## src/erid_pkg.sv

```systemverilog
// shared types and constants for the escape run-length image decoder
`default_nettype none

package erid_pkg;

  // stream codes
  localparam logic [7:0] ESC_BYTE     = 8'hED;
  localparam logic [7:0] CODE_END     = 8'h00;
  localparam logic [7:0] CODE_LITERAL = 8'h01;
  localparam logic [7:0] CODE_NOP     = 8'h02;

  // register reset values and indexes
  localparam logic [15:0] START_RESET = 16'h2000;
  localparam logic [15:0] LIMIT_RESET = 16'h8000;
  localparam int          CFG_IDX_W   = 2;
  localparam logic [CFG_IDX_W-1:0] REG_START = 2'd0;
  localparam logic [CFG_IDX_W-1:0] REG_LIMIT = 2'd1;

  // decoder phases
  localparam logic [1:0] PH_NORMAL  = 2'd0;
  localparam logic [1:0] PH_ESCAPE  = 2'd1;
  localparam logic [1:0] PH_LITERAL = 2'd2;
  localparam logic [1:0] PH_REPEAT  = 2'd3;

  // result kinds
  localparam logic KIND_RUN = 1'b0;
  localparam logic KIND_END = 1'b1;

  // queue sizes
  localparam int TQ_DEPTH = 4;
  localparam int TQ_AW    = 2;
  localparam int TQ_CW    = 3;
  localparam int RQ_DEPTH = 2;
  localparam int RQ_AW    = 1;
  localparam int RQ_CW    = 2;

  typedef struct packed {
    logic [7:0] data_byte;
    logic       new_file;
  } item_t;

  typedef struct packed {
    logic        kind;
    logic [15:0] write_address;
    logic [7:0]  fill_value;
    logic [7:0]  run_length;
    logic        past_limit;
  } result_t;

  // classified byte handed from front to back
  typedef struct packed {
    logic [7:0] data_byte;
    logic       new_file;
    logic       is_esc;
    logic       is_end;
    logic       is_lit;
    logic       is_nop;
  } token_t;

endpackage

`default_nettype wire

```

## src/escape_rle_image_decoder.sv

```systemverilog
// top level of the escape run-length image decoder
//
// usage: compressed image bytes go in through a queue-style port (push/full,
// one word per accepted push, with new_file restarting the decoder at the
// start address before that byte). write descriptors come out through a
// queue-style port: while empty is low the oldest descriptor sits on result,
// and pop takes it. kind 1 marks the end of the image.
// config: cfg_valid/cfg_ready with cfg_index (0 start address, 1 limit
// address) and cfg_data; cfg_ready is always high, write only while idle.
// path: an accepted byte is stored classified in the byte queue, and its
// descriptor, if it yields one, is registered into the result queue.
// throughput: one byte per cycle while the result queue has room; the back
// end's single 17-bit add and limit compares per word set that figure.
// reset: both queues empty, phase normal, registers back to 0x2000/0x8000.
// stall: the result queue holds 2 words and the byte queue 4; when the
// receiver stops popping, full rises once both are filled.
`default_nettype none

module escape_rle_image_decoder (
  input  wire                            clk,
  input  wire                            rst,
  input  wire                            push,
  output logic                           full,
  input  erid_pkg::item_t                item,
  output logic                           empty,
  input  wire                            pop,
  output erid_pkg::result_t              result,
  input  wire                            cfg_valid,
  output logic                           cfg_ready,
  input  wire [erid_pkg::CFG_IDX_W-1:0]  cfg_index,
  input  wire [15:0]                     cfg_data
);
  import erid_pkg::*;

  logic   tok_valid;
  token_t tok;
  logic   tok_pop;

  erid_front u_front (
    .clk       (clk),
    .rst       (rst),
    .push      (push),
    .full      (full),
    .item      (item),
    .tok_valid (tok_valid),
    .tok       (tok),
    .tok_pop   (tok_pop)
  );

  erid_back u_back (
    .clk       (clk),
    .rst       (rst),
    .tok_valid (tok_valid),
    .tok       (tok),
    .tok_pop   (tok_pop),
    .cfg_valid (cfg_valid),
    .cfg_ready (cfg_ready),
    .cfg_index (cfg_index),
    .cfg_data  (cfg_data),
    .empty     (empty),
    .pop       (pop),
    .result    (result)
  );

  // after reset nothing is waiting and input is open
  assert property (@(posedge clk) rst |=> empty && !full)
    else $error("queues not empty after reset");

  // end marker carries no run
  assert property (@(posedge clk) disable iff (rst)
    (!empty && result.kind == KIND_END) |->
      (result.run_length == 8'd0 && result.fill_value == 8'd0 && !result.past_limit))
    else $error("end marker with run data");

  // a word can only reach the result side after being accepted
  assert property (@(posedge clk) disable iff (rst)
    ($past(empty) && !empty && !$past(rst)) |-> $past(tok_valid))
    else $error("result appeared with no queued byte");

endmodule

`default_nettype wire

```

## src/erid_front.sv

```systemverilog
// input side: classifies each byte and queues it for the back end
`default_nettype none

module erid_front (
  input  wire              clk,
  input  wire              rst,
  input  wire              push,
  output logic             full,
  input  erid_pkg::item_t  item,
  output logic             tok_valid,
  output erid_pkg::token_t tok,
  input  wire              tok_pop
);
  import erid_pkg::*;

  token_t           mem [TQ_DEPTH];
  logic [TQ_AW-1:0] wr_ptr;
  logic [TQ_AW-1:0] rd_ptr;
  logic [TQ_CW-1:0] count;
  logic             do_push;
  token_t           tok_in;

  assign full      = (count == TQ_CW'(TQ_DEPTH));
  assign do_push   = push && !full;
  assign tok_valid = (count != '0);
  assign tok       = mem[rd_ptr];

  always_comb begin
    tok_in.data_byte = item.data_byte;
    tok_in.new_file  = item.new_file;
    tok_in.is_esc    = (item.data_byte == ESC_BYTE);
    tok_in.is_end    = (item.data_byte == CODE_END);
    tok_in.is_lit    = (item.data_byte == CODE_LITERAL);
    tok_in.is_nop    = (item.data_byte == CODE_NOP);
  end

  always_ff @(posedge clk) begin
    if (do_push) begin
      mem[wr_ptr] <= tok_in;
    end
  end

  always_ff @(posedge clk) begin
    if (rst) begin
      wr_ptr <= '0;
      rd_ptr <= '0;
      count  <= '0;
    end else begin
      if (do_push) begin
        wr_ptr <= wr_ptr + 1'b1;
      end
      if (tok_pop) begin
        rd_ptr <= rd_ptr + 1'b1;
      end
      case ({do_push, tok_pop})
        2'b10: count <= count + 1'b1;
        2'b01: count <= count - 1'b1;
        default: count <= count;
      endcase
    end
  end

endmodule

`default_nettype wire

```

## src/erid_back.sv

```systemverilog
// execution side: phase machine, address tracking, limit check, result queue
`default_nettype none

module erid_back (
  input  wire                             clk,
  input  wire                             rst,
  input  wire                             tok_valid,
  input  erid_pkg::token_t                tok,
  output logic                            tok_pop,
  input  wire                             cfg_valid,
  output logic                            cfg_ready,
  input  wire [erid_pkg::CFG_IDX_W-1:0]   cfg_index,
  input  wire [15:0]                      cfg_data,
  output logic                            empty,
  input  wire                             pop,
  output erid_pkg::result_t               result
);
  import erid_pkg::*;

  // configuration
  logic [15:0] start_address;
  logic [15:0] limit_address;

  // decoder state
  logic [1:0]  phase;
  logic [1:0]  phase_next;
  logic [7:0]  pending;
  logic [7:0]  pending_next;
  logic [16:0] next_address;
  logic [16:0] next_address_next;
  logic        stopped;
  logic        stopped_next;

  // state as seen after an optional restart
  logic [1:0]  eff_phase;
  logic [7:0]  eff_pending;
  logic [16:0] eff_address;
  logic        eff_stopped;
  logic        halted;
  logic [7:0]  run_cnt;
  logic [16:0] sum;
  logic        past;
  logic        emit;
  logic        do_run;
  result_t     res;

  // result queue
  result_t          rq [RQ_DEPTH];
  logic [RQ_AW-1:0] rq_wr;
  logic [RQ_AW-1:0] rq_rd;
  logic [RQ_CW-1:0] rq_count;
  logic             rq_room;
  logic             rq_push;
  logic             rq_pop;

  assign cfg_ready = 1'b1;

  assign empty   = (rq_count == '0);
  assign result  = rq[rq_rd];
  assign rq_pop  = pop && !empty;
  assign rq_room = (rq_count != RQ_CW'(RQ_DEPTH)) || rq_pop;
  assign tok_pop = tok_valid && rq_room;
  assign rq_push = tok_pop && emit;

  always_comb begin
    eff_phase   = tok.new_file ? PH_NORMAL : phase;
    eff_pending = tok.new_file ? 8'd0 : pending;
    eff_address = tok.new_file ? {1'b0, start_address} : next_address;
    eff_stopped = tok.new_file ? 1'b0 : stopped;
    halted      = eff_stopped || (eff_address > {1'b0, limit_address});
    run_cnt     = (eff_phase == PH_REPEAT) ? eff_pending : 8'd1;
    sum         = eff_address + {9'd0, run_cnt};
    past        = (sum > {1'b0, limit_address});

    phase_next        = eff_phase;
    pending_next      = eff_pending;
    next_address_next = eff_address;
    stopped_next      = eff_stopped;
    emit              = 1'b0;
    do_run            = 1'b0;

    res.kind          = KIND_RUN;
    res.write_address = eff_address[15:0];
    res.fill_value    = tok.data_byte;
    res.run_length    = run_cnt;
    res.past_limit    = past;

    if (!halted) begin
      case (eff_phase)
        PH_NORMAL: begin
          if (tok.is_esc) begin
            phase_next = PH_ESCAPE;
          end else begin
            do_run = 1'b1;
          end
        end
        PH_ESCAPE: begin
          if (tok.is_end) begin
            phase_next     = PH_NORMAL;
            stopped_next   = 1'b1;
            emit           = 1'b1;
            res.kind       = KIND_END;
            res.fill_value = 8'd0;
            res.run_length = 8'd0;
            res.past_limit = 1'b0;
          end else if (tok.is_lit) begin
            phase_next = PH_LITERAL;
          end else if (tok.is_nop) begin
            phase_next = PH_NORMAL;
          end else begin
            pending_next = tok.data_byte;
            phase_next   = PH_REPEAT;
          end
        end
        PH_LITERAL: begin
          phase_next = PH_NORMAL;
          do_run     = 1'b1;
        end
        PH_REPEAT: begin
          phase_next   = PH_NORMAL;
          pending_next = 8'd0;
          do_run       = 1'b1;
        end
        default: begin
          phase_next = PH_NORMAL;
        end
      endcase
    end

    if (do_run) begin
      emit              = 1'b1;
      next_address_next = sum;
      if (past) begin
        stopped_next = 1'b1;
      end
    end
  end

  always_ff @(posedge clk) begin
    if (rst) begin
      start_address <= START_RESET;
      limit_address <= LIMIT_RESET;
    end else if (cfg_valid && cfg_ready) begin
      case (cfg_index)
        REG_START: start_address <= cfg_data;
        REG_LIMIT: limit_address <= cfg_data;
        default: ;
      endcase
    end
  end

  always_ff @(posedge clk) begin
    if (rst) begin
      phase        <= PH_NORMAL;
      pending      <= 8'd0;
      next_address <= {1'b0, START_RESET};
      stopped      <= 1'b0;
    end else if (tok_pop) begin
      phase        <= phase_next;
      pending      <= pending_next;
      next_address <= next_address_next;
      stopped      <= stopped_next;
    end
  end

  always_ff @(posedge clk) begin
    if (rq_push) begin
      rq[rq_wr] <= res;
    end
  end

  always_ff @(posedge clk) begin
    if (rst) begin
      rq_wr    <= '0;
      rq_rd    <= '0;
      rq_count <= '0;
    end else begin
      if (rq_push) begin
        rq_wr <= rq_wr + 1'b1;
      end
      if (rq_pop) begin
        rq_rd <= rq_rd + 1'b1;
      end
      case ({rq_push, rq_pop})
        2'b10: rq_count <= rq_count + 1'b1;
        2'b01: rq_count <= rq_count - 1'b1;
        default: rq_count <= rq_count;
      endcase
    end
  end

endmodule

`default_nettype wire
```

## config.mk

```make
export PLATFORM = sky130hd
export DESIGN_NAME = escape_rle_image_decoder
export DESIGN_NICKNAME = d
export VERILOG_FILES = /design/src/erid_pkg.sv /design/src/escape_rle_image_decoder.sv /design/src/erid_front.sv /design/src/erid_back.sv
export SDC_FILE = /design/constraint.sdc
export NUM_CORES = 1
export LEC_CHECK = 0
export BUFFER_PORTS_ARGS = -buffer_cell sky130_fd_sc_hd__buf_2
export CAP_MARGIN = 20
export CORE_ASPECT_RATIO = 0.8
export CORE_MARGIN = 3
export CORE_UTILIZATION = 29
export DETAILED_ROUTE_END_ITERATION = 7
export MAX_ROUTING_LAYER = met4
export PLACE_DENSITY_LB_ADDON = 0.05
export SETUP_SLACK_MARGIN = 0.4
export SKIP_LAST_GASP = 1
export SLEW_MARGIN = 0
export SYNTH_ARGS = -nofsm -noshare
export SYNTH_HDL_FRONTEND = slang
export SYNTH_SLANG_ARGS = --single-unit
```

## constraint.sdc

```tcl
create_clock -name clk -period 8.29 [get_ports clk]
set_input_delay 0.829 -clock clk [delete_from_list [all_inputs] [get_ports clk]]
set_output_delay 0.829 -clock clk [all_outputs]
set_load 0.02 [all_outputs]
```

==> summary.txt <==
die width: 208 um
DR vias/cell: 4.91
CP max FO: 25
fin worst setup slack: 2.32 ns
clock sink count: 194
syn avg cell area: 11.3 sq um
Seq/Total Area, Yosys: 53.8%
Resized Gates After CTS: 0
setup repair bufs after CTS: 0
MaxCap Viol Count: 0
all-layer global routing usage: 15.5%
CTS tree: done
hold wc startpoint: u_back.limit_address[2]$_SDFFE_PP0P_
first-pass GRT wire length: 39900 um
Antenna Cells: 0
prevailing post-synth register cell: edfxtp_1
Final Hold Fails: 0
crit path kind: reg -> reg
Storage cell area: 5080 sq um
syn nets: 916
fraction of layout cells with a size suffix above 1: 19.6%
vias in the first global route: 6722
synth unique cells: 75
Vias: 6518
drt drc: 0
Final Skew: 0.0110 ns
Core ar.: 31800 sq um
worst slew pin tran: 1.05 ns
synth top area cells: edfxtp_1 (38%), dfxtp_1 (16%), ha_1 (5.6%), nand2_1 (4.6%), mux2_2 (4.4%)
fmax: 167 MHz
Tcrit/Tclk final: 72.0%
Detailed Route Iter0 Violations: 332
Cell Rows: 58
largest net degree at the start of global routing: 61
die height: 167 um
clk buf depth: 2
global route overflow: 0
GPL Wtd Cong: 0.851
worst skew pair latency: 0.45 ns
dpl ws: 2.34 ns
Post-CTS Hold Buffers: 0
Final HPWL DP: 18700 um
Async SR Flop Fraction: 0%
io pins: 69
Mapped Cells: 840
IR drop worst, VDD: 0.116 mV
Worst R2R Path Depth: 22
total CTS buffers: 17
most frequent cells in the layout: edfxtp_1 (120), nand2_1 (116), dfxtp_1 (74)
Critical path destination: u_back.rq[1][0]$_DFFE_PP_
Crit Reg-Reg Endpoint: u_back.rq[1][0]$_DFFE_PP_
setup TNS: 0 ns
r2r setup slk: 2.32 ns
outcome: complete, no violations
Netlist Area Pre-Place: 9450 sq um
Setup crit end kind: register
synth warn: 0
final net count: 972
worst hold stages: 2
WL/cell: 19.4 um
Synth area leader: edfxtp_1
RSZ-0062 raised after global routing: false
antenna violations before repair: 0
Yosys reg bits: 194
Slew HR: 29.7%
crit start category: register
Final Routed Wirelength: 25800 um
WP data arrival: 6.16 ns
Initial Utilization: 29.7%
Slew Viols, Final: 0
final hold slack: 0.463 ns
Synth top area share: 38.1%
EDFF count, synth: 120
Area Growth Syn to Fin: 14.5%
Clk pin slew, worst setup/hold paths: 0.08 ns
Worst EP required: 8.48 ns
I/O Buffers: 67
CTS HTree Levels: 4
die footprint: 34800 sq um
most common cell after layout, fill and taps aside: edfxtp_1
Static Leakage: 3.91 nW
fillers: 3204
Setup violations, final: 0
Routed Antenna Nets: 0
footprint of the multi-input gates: 4040 sq um
pwr dens: 316 nW/um^2
drt first pass iters: 5
post-route minimum period: 5.97 ns
CTS Root Cell: clkbuf_16
Hold Path Class: reg -> reg
[layer usage]
layer  wire length [um]  vias up  global-route usage, %
li1                   -     3165                      -
met1              11700     3226                   19.1
met4                525        0                   5.22
met3                805       29                   3.00
met5                  0        -                      -
met2              12700       98                   25.9
[cell usage after synthesis (2+ instances only)]
cell	number
or3_1	8
nor3_1	9
nand2b_1	4
fa_1	2
mux2i_2	2
clkbuf_1	29
mux2_2	37
nor2b_1	14
nor3b_1	2
and2_1	17
nand3_1	25
a211oi_1	9
buf_6	2
nor4_1	3
a22o_1	8
and3_1	4
o21ai_1	5
o2bb2ai_1	3
a21o_1	8
mux2i_1	13
xnor2_1	17
o21ai_0	23
mux4_2	13
a21oi_1	52
xor2_1	9
a31oi_1	11
buf_1	5
nor2_1	41
nand2_1	116
a32oi_1	3
nand4_1	10
o211ai_1	9
dfxtp_1	74
buf_2	2
a211o_1	2
a221oi_2	2
o311ai_1	4
ha_1	42
o31ai_1	3
o21a_1	2
inv_1	43
edfxtp_1	120
[state kept, by name, indices dropped and copies added (netlist names), named ones only]
signal / flops
u_back.phase: 2
u_front.mem: 52
u_back.rq_count: 2
u_front.count: 3
u_back.start_address: 16
u_back.rq: 68
u_front.rd_ptr: 2
u_back.rq_rd: 1
u_back.next_address: 17
u_back.rq_wr: 1
u_back.limit_address: 16
u_back.pending: 8
u_front.wr_ptr: 2
u_back.stopped: 1
[worst min path at each step]
stage and end:
4_1_cts u_back.next_address[0]$_SDFFE_PP0P_, 3_5_place_dp u_back.next_address[0]$_SDFFE_PP0P_, 3_3_place_gp u_back.next_address[0]$_SDFFE_PP0P_, 5_1_grt u_back.limit_address[6]$_SDFFE_PP0P_, 6_report u_back.limit_address[2]$_SDFFE_PP0P_, 2_1_floorplan u_back.next_address[1]$_SDFFE_PP0P_
[stage by stage]
stage                     utilization, %  instance area [sq um]  power [W]  std cells
after floorplan                        -                   9450    0.00221        840
after global placement              32.1                  10200    0.00261       1295
after detailed placement            32.1                  10200    0.00262       1295
after CTS                           33.9                  10800    0.00346       1326
after global routing                34.0                  10800    0.00364       1328
final                               34.0                  10800    0.00342       1328
[cell type report]
cell class                 instances  share of cell area [%]
clock buffer                      18                    3.97
tap                              420                    4.86
clock inverter                    13                    1.33
timing repair buffer              77                    4.02
multi-input combinational        563                    37.4
inverter                          43                    1.49
sequential                       194                    47.0
[power by group]
part           leakage [nW]  switching [W]  internal (W)
logic                  1.91       0.000814      0.000463
clock network         0.278       0.000400      0.000425
registers              1.72      0.0000812       0.00123
[worst max-delay path: stages (launching register included)]
cell and delay, ns:
dfxtp_1 0.84, mux4_2 0.59, buf_4 0.42, nand2_1 0.10
nand2_1 0.12, ha_1 0.21, a21o_1 0.23, o211ai_1 0.11
a211oi_1 0.44, o21ai_1 0.18, a221oi_2 0.38, o21a_2 0.24
o21ai_0 0.11, xnor2_1 0.16, ha_1 0.19, a21o_1 0.15
a21o_1 0.17, a21oi_1 0.13, o21ai_0 0.12, o31ai_1 0.34
nand3_1 0.12, mux2i_1 0.26, nor2_1 0.10
[kinds of logic after synthesis]
| logic type | after synthesis | share of synthesized area [%] |
|---|---|---|
| simple gates | 263 | 13.2 |
| flops | 194 | 53.8 |
| compound gates | 161 | 11.2 |
| buf+inv | 83 | 3.69 |
| mux | 67 | 9.57 |
| fa+ha+maj | 45 | 6.09 |
| xor+xnor | 26 | 2.41 |
| other cells | 1 | 0.0397 |
(Power assumes the default switching activity.)
